$ cat src/hdl/slr_pkg.sv
// Package with the constants, codes and shared types of the serial line receiver.
`default_nettype none
package slr_pkg;
	localparam int LINE_BYTES = 64;
	localparam int ADDR_W     = (LINE_BYTES > 2) ? $clog2(LINE_BYTES) : 1;
	localparam int COUNT_W    = 32;
	localparam int FUNC_W     = 2;
	localparam int BYTE_W     = 8;

	localparam logic [ADDR_W-1:0] LEN_MAX = ADDR_W'(LINE_BYTES - 1);

	typedef enum logic [FUNC_W-1:0] {
		FUNC_BYTE    = 2'd0,
		FUNC_OVERRUN = 2'd1,
		FUNC_RELEASE = 2'd2,
		FUNC_QUERY   = 2'd3
	} func_t;

	localparam logic KIND_LINE  = 1'b0;
	localparam logic KIND_COUNT = 1'b1;

	localparam logic [BYTE_W-1:0] CH_CR = 8'h0D;
	localparam logic [BYTE_W-1:0] CH_LF = 8'h0A;

	typedef struct packed {
		logic [COUNT_W-1:0] sum;
		logic               eq;
	} inc_res_t;

	typedef struct packed {
		logic [COUNT_W-1:0] a;
		logic [COUNT_W-1:0] b;
	} inc_op_t;
endpackage
`default_nettype wire

$ cat src/hdl/slr_if.sv
// Valid/ready channel interfaces for the input items and the result items.
`default_nettype none
interface slr_in_if;
	import slr_pkg::*;
	logic                valid;
	logic                ready;
	logic [FUNC_W-1:0]   func;
	logic [BYTE_W-1:0]   rx_byte;
	modport source(output valid, output func, output rx_byte, input ready);
	modport sink(input valid, input func, input rx_byte, output ready);
endinterface

interface slr_out_if;
	import slr_pkg::*;
	logic                valid;
	logic                ready;
	logic                kind;
	logic [BYTE_W-1:0]   line_byte;
	logic                last;
	logic [COUNT_W-1:0]  error_count;
	modport source(output valid, output kind, output line_byte, output last,
		output error_count, input ready);
	modport sink(input valid, input kind, input line_byte, input last,
		input error_count, output ready);
endinterface
`default_nettype wire

$ cat src/hdl/slr_line_ram.sv
// Generic single-write, single-read RAM with registered read data.
`default_nettype none
module slr_line_ram #(
	parameter int DEPTH  = 64,
	parameter int WIDTH  = 8,
	parameter int ADDR_W = 6
) (
	input  wire logic              clk,
	input  wire logic              wr_en,
	input  wire logic [ADDR_W-1:0] wr_addr,
	input  wire logic [WIDTH-1:0]  wr_data,
	input  wire logic              rd_en,
	input  wire logic [ADDR_W-1:0] rd_addr,
	output logic      [WIDTH-1:0]  rd_data
);
	logic [WIDTH-1:0] mem [DEPTH];

	always_ff @(posedge clk) begin
		if (wr_en) begin
			mem[wr_addr] <= wr_data;
		end
	end

	always_ff @(posedge clk) begin
		if (rd_en) begin
			rd_data <= mem[rd_addr];
		end
	end
endmodule
`default_nettype wire

$ cat src/hdl/slr_inc_unit.sv
// Shared incrementer with equality compare, used for counts and indexes.
`default_nettype none
module slr_inc_unit (
	input  wire slr_pkg::inc_op_t  op,
	output slr_pkg::inc_res_t      res
);
	import slr_pkg::*;

	logic [COUNT_W-1:0] sum;

	assign sum     = op.a + COUNT_W'(1);
	assign res.sum = sum;
	assign res.eq  = (sum == op.b);
endmodule
`default_nettype wire

$ cat src/hdl/serial_line_receiver.sv
// Top level of the serial line receiver: sequencer, line store and shared incrementer.
// A byte, overrun or release item is accepted in idle and carried out in exec. A
// handed-over line sends each byte through read, load and output, plus any output
// stall, and no item is accepted until its last result is taken.
// Throughput is set by the single sequencer around the shared incrementer and RAM port.
// Reset clears line length, corrupt and busy flags and the error count; the store is not.
`default_nettype none
module serial_line_receiver (
	input  wire logic clk,
	input  wire logic arst_n,
	slr_in_if.sink    item,
	slr_out_if.source result
);
	import slr_pkg::*;

	typedef enum logic [2:0] {
		S_IDLE,
		S_EXEC,
		S_READ,
		S_LOAD,
		S_OUT
	} state_t;

	state_t              state_q;
	func_t               func_q;
	logic [BYTE_W-1:0]   byte_q;
	logic [ADDR_W-1:0]   len_q;
	logic [ADDR_W-1:0]   emit_len_q;
	logic [ADDR_W-1:0]   idx_q;
	logic                corrupt_q;
	logic                busy_q;
	logic [COUNT_W-1:0]  drop_q;
	logic                out_valid_q;
	logic                kind_q;
	logic [BYTE_W-1:0]   obyte_q;
	logic                last_q;

	logic                is_term;
	logic                do_store;
	logic [BYTE_W-1:0]   rd_data;
	inc_op_t             inc_op;
	inc_res_t            inc_res;

	assign is_term  = (byte_q == CH_CR) || (byte_q == CH_LF);
	assign do_store = (state_q == S_EXEC) && (func_q == FUNC_BYTE) && !is_term
		&& (len_q != LEN_MAX);

	always_comb begin
		inc_op.a = drop_q;
		inc_op.b = COUNT_W'(emit_len_q);
		if (state_q == S_LOAD) begin
			inc_op.a = COUNT_W'(idx_q);
		end else if (do_store) begin
			inc_op.a = COUNT_W'(len_q);
		end
	end

	slr_inc_unit u_inc (
		.op  (inc_op),
		.res (inc_res)
	);

	slr_line_ram #(
		.DEPTH  (LINE_BYTES),
		.WIDTH  (BYTE_W),
		.ADDR_W (ADDR_W)
	) u_ram (
		.clk     (clk),
		.wr_en   (do_store),
		.wr_addr (len_q),
		.wr_data (byte_q),
		.rd_en   (state_q == S_READ),
		.rd_addr (idx_q),
		.rd_data (rd_data)
	);

	assign item.ready         = (state_q == S_IDLE);
	assign result.valid       = out_valid_q;
	assign result.kind        = kind_q;
	assign result.line_byte   = obyte_q;
	assign result.last        = last_q;
	assign result.error_count = drop_q;

	always_ff @(posedge clk or negedge arst_n) begin
		if (!arst_n) begin
			state_q     <= S_IDLE;
			len_q       <= '0;
			corrupt_q   <= 1'b0;
			busy_q      <= 1'b0;
			drop_q      <= '0;
			out_valid_q <= 1'b0;
			func_q      <= FUNC_BYTE;
			byte_q      <= '0;
			emit_len_q  <= '0;
			idx_q       <= '0;
			kind_q      <= KIND_LINE;
			obyte_q     <= '0;
			last_q      <= 1'b0;
		end else begin
			unique case (state_q)
				S_IDLE: begin
					if (item.valid) begin
						func_q  <= func_t'(item.func);
						byte_q  <= item.rx_byte;
						state_q <= S_EXEC;
					end
				end
				S_EXEC: begin
					state_q <= S_IDLE;
					unique case (func_q)
						FUNC_OVERRUN: begin
							drop_q    <= inc_res.sum;
							corrupt_q <= 1'b1;
						end
						FUNC_RELEASE: begin
							busy_q <= 1'b0;
						end
						FUNC_QUERY: begin
							out_valid_q <= 1'b1;
							kind_q      <= KIND_COUNT;
							obyte_q     <= '0;
							last_q      <= 1'b1;
							state_q     <= S_OUT;
						end
						FUNC_BYTE: begin
							if (is_term) begin
								if (len_q != '0) begin
									if (!corrupt_q) begin
										if (!busy_q) begin
											busy_q     <= 1'b1;
											emit_len_q <= len_q;
											idx_q      <= '0;
											state_q    <= S_READ;
										end else begin
											drop_q <= inc_res.sum;
										end
									end
									len_q <= '0;
								end
								corrupt_q <= 1'b0;
							end else if (len_q != LEN_MAX) begin
								len_q <= inc_res.sum[ADDR_W-1:0];
							end else begin
								len_q  <= '0;
								drop_q <= inc_res.sum;
							end
						end
						default: begin
							state_q <= S_IDLE;
						end
					endcase
				end
				S_READ: begin
					state_q <= S_LOAD;
				end
				S_LOAD: begin
					out_valid_q <= 1'b1;
					kind_q      <= KIND_LINE;
					obyte_q     <= rd_data;
					last_q      <= inc_res.eq;
					idx_q       <= inc_res.sum[ADDR_W-1:0];
					state_q     <= S_OUT;
				end
				S_OUT: begin
					if (result.ready) begin
						out_valid_q <= 1'b0;
						if (last_q) begin
							state_q <= S_IDLE;
						end else begin
							state_q <= S_READ;
						end
					end
				end
				default: begin
					state_q <= S_IDLE;
				end
			endcase
		end
	end
endmodule
`default_nettype wire
$ cat src/flat_wrapper.sv
// flat-port wrapper written by rule: the top's interface ports become plain ports
module serial_line_receiver_flat import slr_pkg::*;
  (clk, arst_n, item_valid, item_func, item_rx_byte, item_ready, result_valid, result_kind, result_line_byte, result_last, result_error_count, result_ready);
  slr_in_if item_i ();
  slr_out_if result_i ();
  input  wire logic clk;
  input  wire logic arst_n;
  input wire logic [$bits(item_i.valid)-1:0] item_valid;
  input wire logic [$bits(item_i.func)-1:0] item_func;
  input wire logic [$bits(item_i.rx_byte)-1:0] item_rx_byte;
  output wire logic [$bits(item_i.ready)-1:0] item_ready;
  output wire logic [$bits(result_i.valid)-1:0] result_valid;
  output wire logic [$bits(result_i.kind)-1:0] result_kind;
  output wire logic [$bits(result_i.line_byte)-1:0] result_line_byte;
  output wire logic [$bits(result_i.last)-1:0] result_last;
  output wire logic [$bits(result_i.error_count)-1:0] result_error_count;
  input wire logic [$bits(result_i.ready)-1:0] result_ready;
  assign item_i.valid = item_valid;
  assign item_i.func = item_func;
  assign item_i.rx_byte = item_rx_byte;
  assign item_ready = item_i.ready;
  assign result_valid = result_i.valid;
  assign result_kind = result_i.kind;
  assign result_line_byte = result_i.line_byte;
  assign result_last = result_i.last;
  assign result_error_count = result_i.error_count;
  assign result_i.ready = result_ready;
  serial_line_receiver u_core (.clk(clk), .arst_n(arst_n), .item(item_i), .result(result_i));
endmodule
$ cat config.mk
export PLATFORM = sky130hd
export DESIGN_NAME = serial_line_receiver_flat
export DESIGN_NICKNAME = d
export VERILOG_FILES = /design/src/hdl/slr_pkg.sv /design/src/hdl/slr_if.sv /design/src/hdl/slr_line_ram.sv /design/src/hdl/slr_inc_unit.sv /design/src/hdl/serial_line_receiver.sv /design/src/flat_wrapper.sv
export SDC_FILE = /design/constraint.sdc
export NUM_CORES = 1
export LEC_CHECK = 0
export BUFFER_PORTS_ARGS = -buffer_cell sky130_fd_sc_hd__buf_2
export CORE_MARGIN = 2
export CORE_UTILIZATION = 55
export DETAILED_ROUTE_END_ITERATION = 16
export PLACE_DENSITY = 0.71
export SYNTH_ARGS = -nofsm -noshare
export SYNTH_HDL_FRONTEND = slang
export SYNTH_SLANG_ARGS = --single-unit
$ cat constraint.sdc
create_clock -name clk -period 5.85 [get_ports clk]
set_input_delay 1.17 -clock clk [delete_from_list [all_inputs] [get_ports clk]]
set_output_delay 1.17 -clock clk [all_outputs]
set_load 0.03 [all_outputs]
==> summary.txt <==
CTS
  • Cts repair resizes: 0
  • Clock latency on the worst-skew pair: about 0.60 ns
  • Setup Buffers After CTS: 0
  • Sink Count: around 600
  • TritonCTS clock tree: done
  • Htree depth: 2
  • Clock transition at path regs: roughly 0.060 ns
  • Max Buffers Root-to-Sink: 3
  • Post-CTS Hold Buffers: 0
  • CTS root buffer: clkbuf_16
  • CTS Buf Count: just under 60

Worst hold path
  • Min-delay worst type: register to register
  • Hold depth: 2
  • Hold path endpoint: u_core.result.valid
  • Hold_sp: u_core.result.valid

Detailed routing
  • Vias: ~12,000
  • Vias per cell: approximately 6.3
  • Remaining DRCs: 0
  • Pre-antenna DRT Iters: 5
  • Final wirelength: around 53,000 µm
  • Drt wl/cell: 26.8 µm
  • First DRT Iteration DRCs: roughly 1,500
  • Post-route ant nets: 0

Floorplanning
  • Die Area: between 0.04 and 0.05 mm²
  • Io pins: 58
  • Die W: around 210 µm
  • Core outline area: 0.0433 mm²
  • Row cnt: 76
  • Die H: around 210 µm
  • Initial core utilization: 56.0%

GRT
  • Grt total ovfl: 0
  • Number of global-route vias before repair: about 12,000
  • First-pass GRT wire length: 79,500 µm
  • Initial antenna violation count: 0
  • Tot GR Track Use: between 20% and 30%
  • Largest net degree at the start of global routing: 77

Finish
  • # diodes: 0
  • Fin util: between 60 and 70%
  • NumNets Final: 1,348
  • Fin cells: between 1,500 and 2,000
  • Layout cell share with drive strength beyond 1: approximately 27%
  • Fill cell count: around 3,000
  • Area delta synth->final: 11.2%

STA
  • Worst-Margin Slew: ~1.1 ns
  • Rel. slew slack: 28.2%
  • Fin crit share: between 80% and 90%
  • Setup ws final: just over 0.9 ns
  • Fin crit period: 4.92 ns
  • Fmax: just over 200 MHz
  • Pins Over Slew Limit: 0
  • Final hold viol count: 0
  • Final setup fails: 0
  • Total negative slack: 0 ns
  • RSZ-0062 raised after global routing: false
  • Setup Skew: 0.0139 ns

Placement
  • Placement Setup Slack: a little under 0.9 ns
  • Detailed placer's ending HPWL: ~33,000 µm
  • Placed Cells: approximately 1,900
  • Buffers on Ports: 57
  • Final Wtd Congestion: approximately 0.87

Status
  • Status: complete, no violations

Synthesis
  • Number of synthesized flops with an enable pin: 520
  • Synthesized area per cell: approximately 19 µm²
  • Primary FF master, synth: edfxtp_1
  • Cell with the most instances after synthesis: edfxtp_1
  • Top cells by area, synth: edfxtp_1, mux4_2, dfrtp_1
  • Mapped Area: between 0.02 and 0.025 mm²
  • Count of cell types in the netlist: just over 70
  • Post-Syn Instances: between 1,000 and 1,500
  • Ys async rst share: 12.8%
  • Sequential fraction of the synthesis area: 72.3%
  • Top cells by count, synth: edfxtp_1, mux4_2, nor2_1
  • Post-synthesis register bit count: slightly below 600
  • Yosys top cell by area: edfxtp_1
  • Synth warn: 0
  • Yosys top cell area share: between 60% and 70%

Worst setup path
  • Reg2reg end: u_core.result.last
  • Critical path class: register to register
  • Req. time, crit path: between 6 and 7 ns
  • Crit path DAT: 5.42 ns
  • CP startpoint: u_core.byte_q[2]
  • R2r setup slk: a little over 0.9 ns
  • Maximum fanout along the worst path: 35
  • Register-to-Register Path Depth: 12
  • CP Capture Type: register
  • Startpoint Class: register
  • R2R Path Start: u_core.byte_q[2]

Pwr
  • Switching share of total power: between 30% and 40%
  • Seq pwr share: 47.2%
  • Max VDD drop: 0.000295 V
  • Leakage: roughly 8.7 nW
  • Clk pwr share: between 20 and 30%
  • PnR Total Power: between 0.01 and 0.015 W
  • PD cells: approximately 460 mW/mm²
  • Int Pwr: between 0.008 and 0.009 W
  • Psw: about 0.0037 W
  • Comb pwr share: roughly a quarter

Run
  • Max Cap Violations: 0
## worst max-delay path by stage
stage / endpoint / slack [ns] / depth (start not counted)
6_report: u_core.result.last / 0.93 / 12
5_1_grt: u_core.result.last / 0.62 / 13
4_1_cts: u_core.result.last / 0.89 / 12
3_5_place_dp: u_core.result.last / 0.90 / 12
3_3_place_gp: u_core.result.last / 1.02 / 12
2_1_floorplan: u_core.result.last / 1.31 / 13
## worst max-delay path, cell delays in order, from the launching register on
cell,delay [ns]
dfrtp_2,0.76
and3b_1,0.28
o211ai_1,0.25
a21oi_4,0.64
a221oi_4,0.23
inv_1,0.11
ha_1,0.34
o2111a_1,0.29
and4_1,0.46
nor3_1,0.08
or4_1,0.52
or4_1,0.53
o41ai_2,0.34
## final cells by class
type                    count  area [µm²]  area share, %
multi-input cells         600        6440           23.9
clock inverters            34         294           1.09
well taps                 585         732           2.72
flip-flops and latches    596       17500           65.1
repair buffers             74         415           1.54
inverters                   3        11.3         0.0418
clock buffers              71        1520           5.64
## registers in the layout, indices dropped and copies added, names as in the netlist
| signal | cells |
|---|---|
| u_core.busy_q | 1 |
| u_core.byte_q | 8 |
| u_core.corrupt_q | 1 |
| u_core.emit_len_q | 6 |
| u_core.func_q | 2 |
| u_core.idx_q | 6 |
| u_core.len_q | 6 |
| u_core.result.error_count | 32 |
| u_core.result.kind | 1 |
| u_core.result.last | 1 |
| u_core.result.line_byte | 8 |
| u_core.result.valid | 1 |
| u_core.state_q | 3 |
| u_core.u_ram.mem | 512 |
| u_core.u_ram.rd_data | 8 |
## per-layer routing
| metal | global-route usage [%] | vias to the layer above | share of wire, % |
|---|---|---|---|
| li1 | - | 5292 | - |
| met1 | 34.6 | 6399 | 41 |
| met2 | 37.5 | 490 | 48 |
| met3 | 5.39 | 101 | 7.6 |
| met4 | 7.97 | 0 | 2.8 |
| met5 | 0 | - | 0 |
## power by group through the flow
stage / registers, W / clock network, W / logic, W
6_report: 0.00582 / 0.00357 / 0.00294
5_1_grt: 0.00586 / 0.00382 / 0.00318
4_1_cts: 0.00582 / 0.00362 / 0.00300
3_5_place_dp: 0.00591 / 0 / 0.00299
3_3_place_gp: 0.00588 / 0 / 0.00296
2_1_floorplan: 0.00607 / 0 / 0.00176
## layout by cell type (no fill, tap or decap), types with 10 or more instances in the layout
cell	Yosys	layout
edfxtp_1	520	520
mux4_2	168	168
nor2_1	86	86
dfrtp_1	76	65
nand2_1	61	61
clkbuf_16	0	58
buf_2	6	56
o21ai_0	35	35
nand3_1	25	25
xor2_1	20	20
buf_4	0	18
a21oi_1	17	17
mux2_2	16	16
nor3_1	14	14
xnor2_1	14	14
clkinv_2	0	13
a22o_1	12	12
nand4_1	11	11
clkbuf_1	50	11
and3_1	10	10
## kinds of logic after synthesis
group | after synthesis | share of synthesized area, %
AO/OA/AOI/OAI | 108 | 3.18
other | 1 | 0.0155
multiplexers | 185 | 16.4
AND/OR/NAND/NOR | 261 | 5.30
XOR/XNOR | 37 | 1.50
flip-flops | 596 | 72.3
buffers and inverters | 76 | 1.24
adder cells (fa/ha/maj) | 1 | 0.0516
## stage by stage
stage,instance area (µm²),hold WS (ns)
after global routing,26900,0.512
after floorplan,24300,0.449
after detailed placement,25100,0.487
after global placement,25100,0.490
after CTS,26900,0.500
final,26900,0.497
Note: power is estimated with default switching activity, not from simulation.
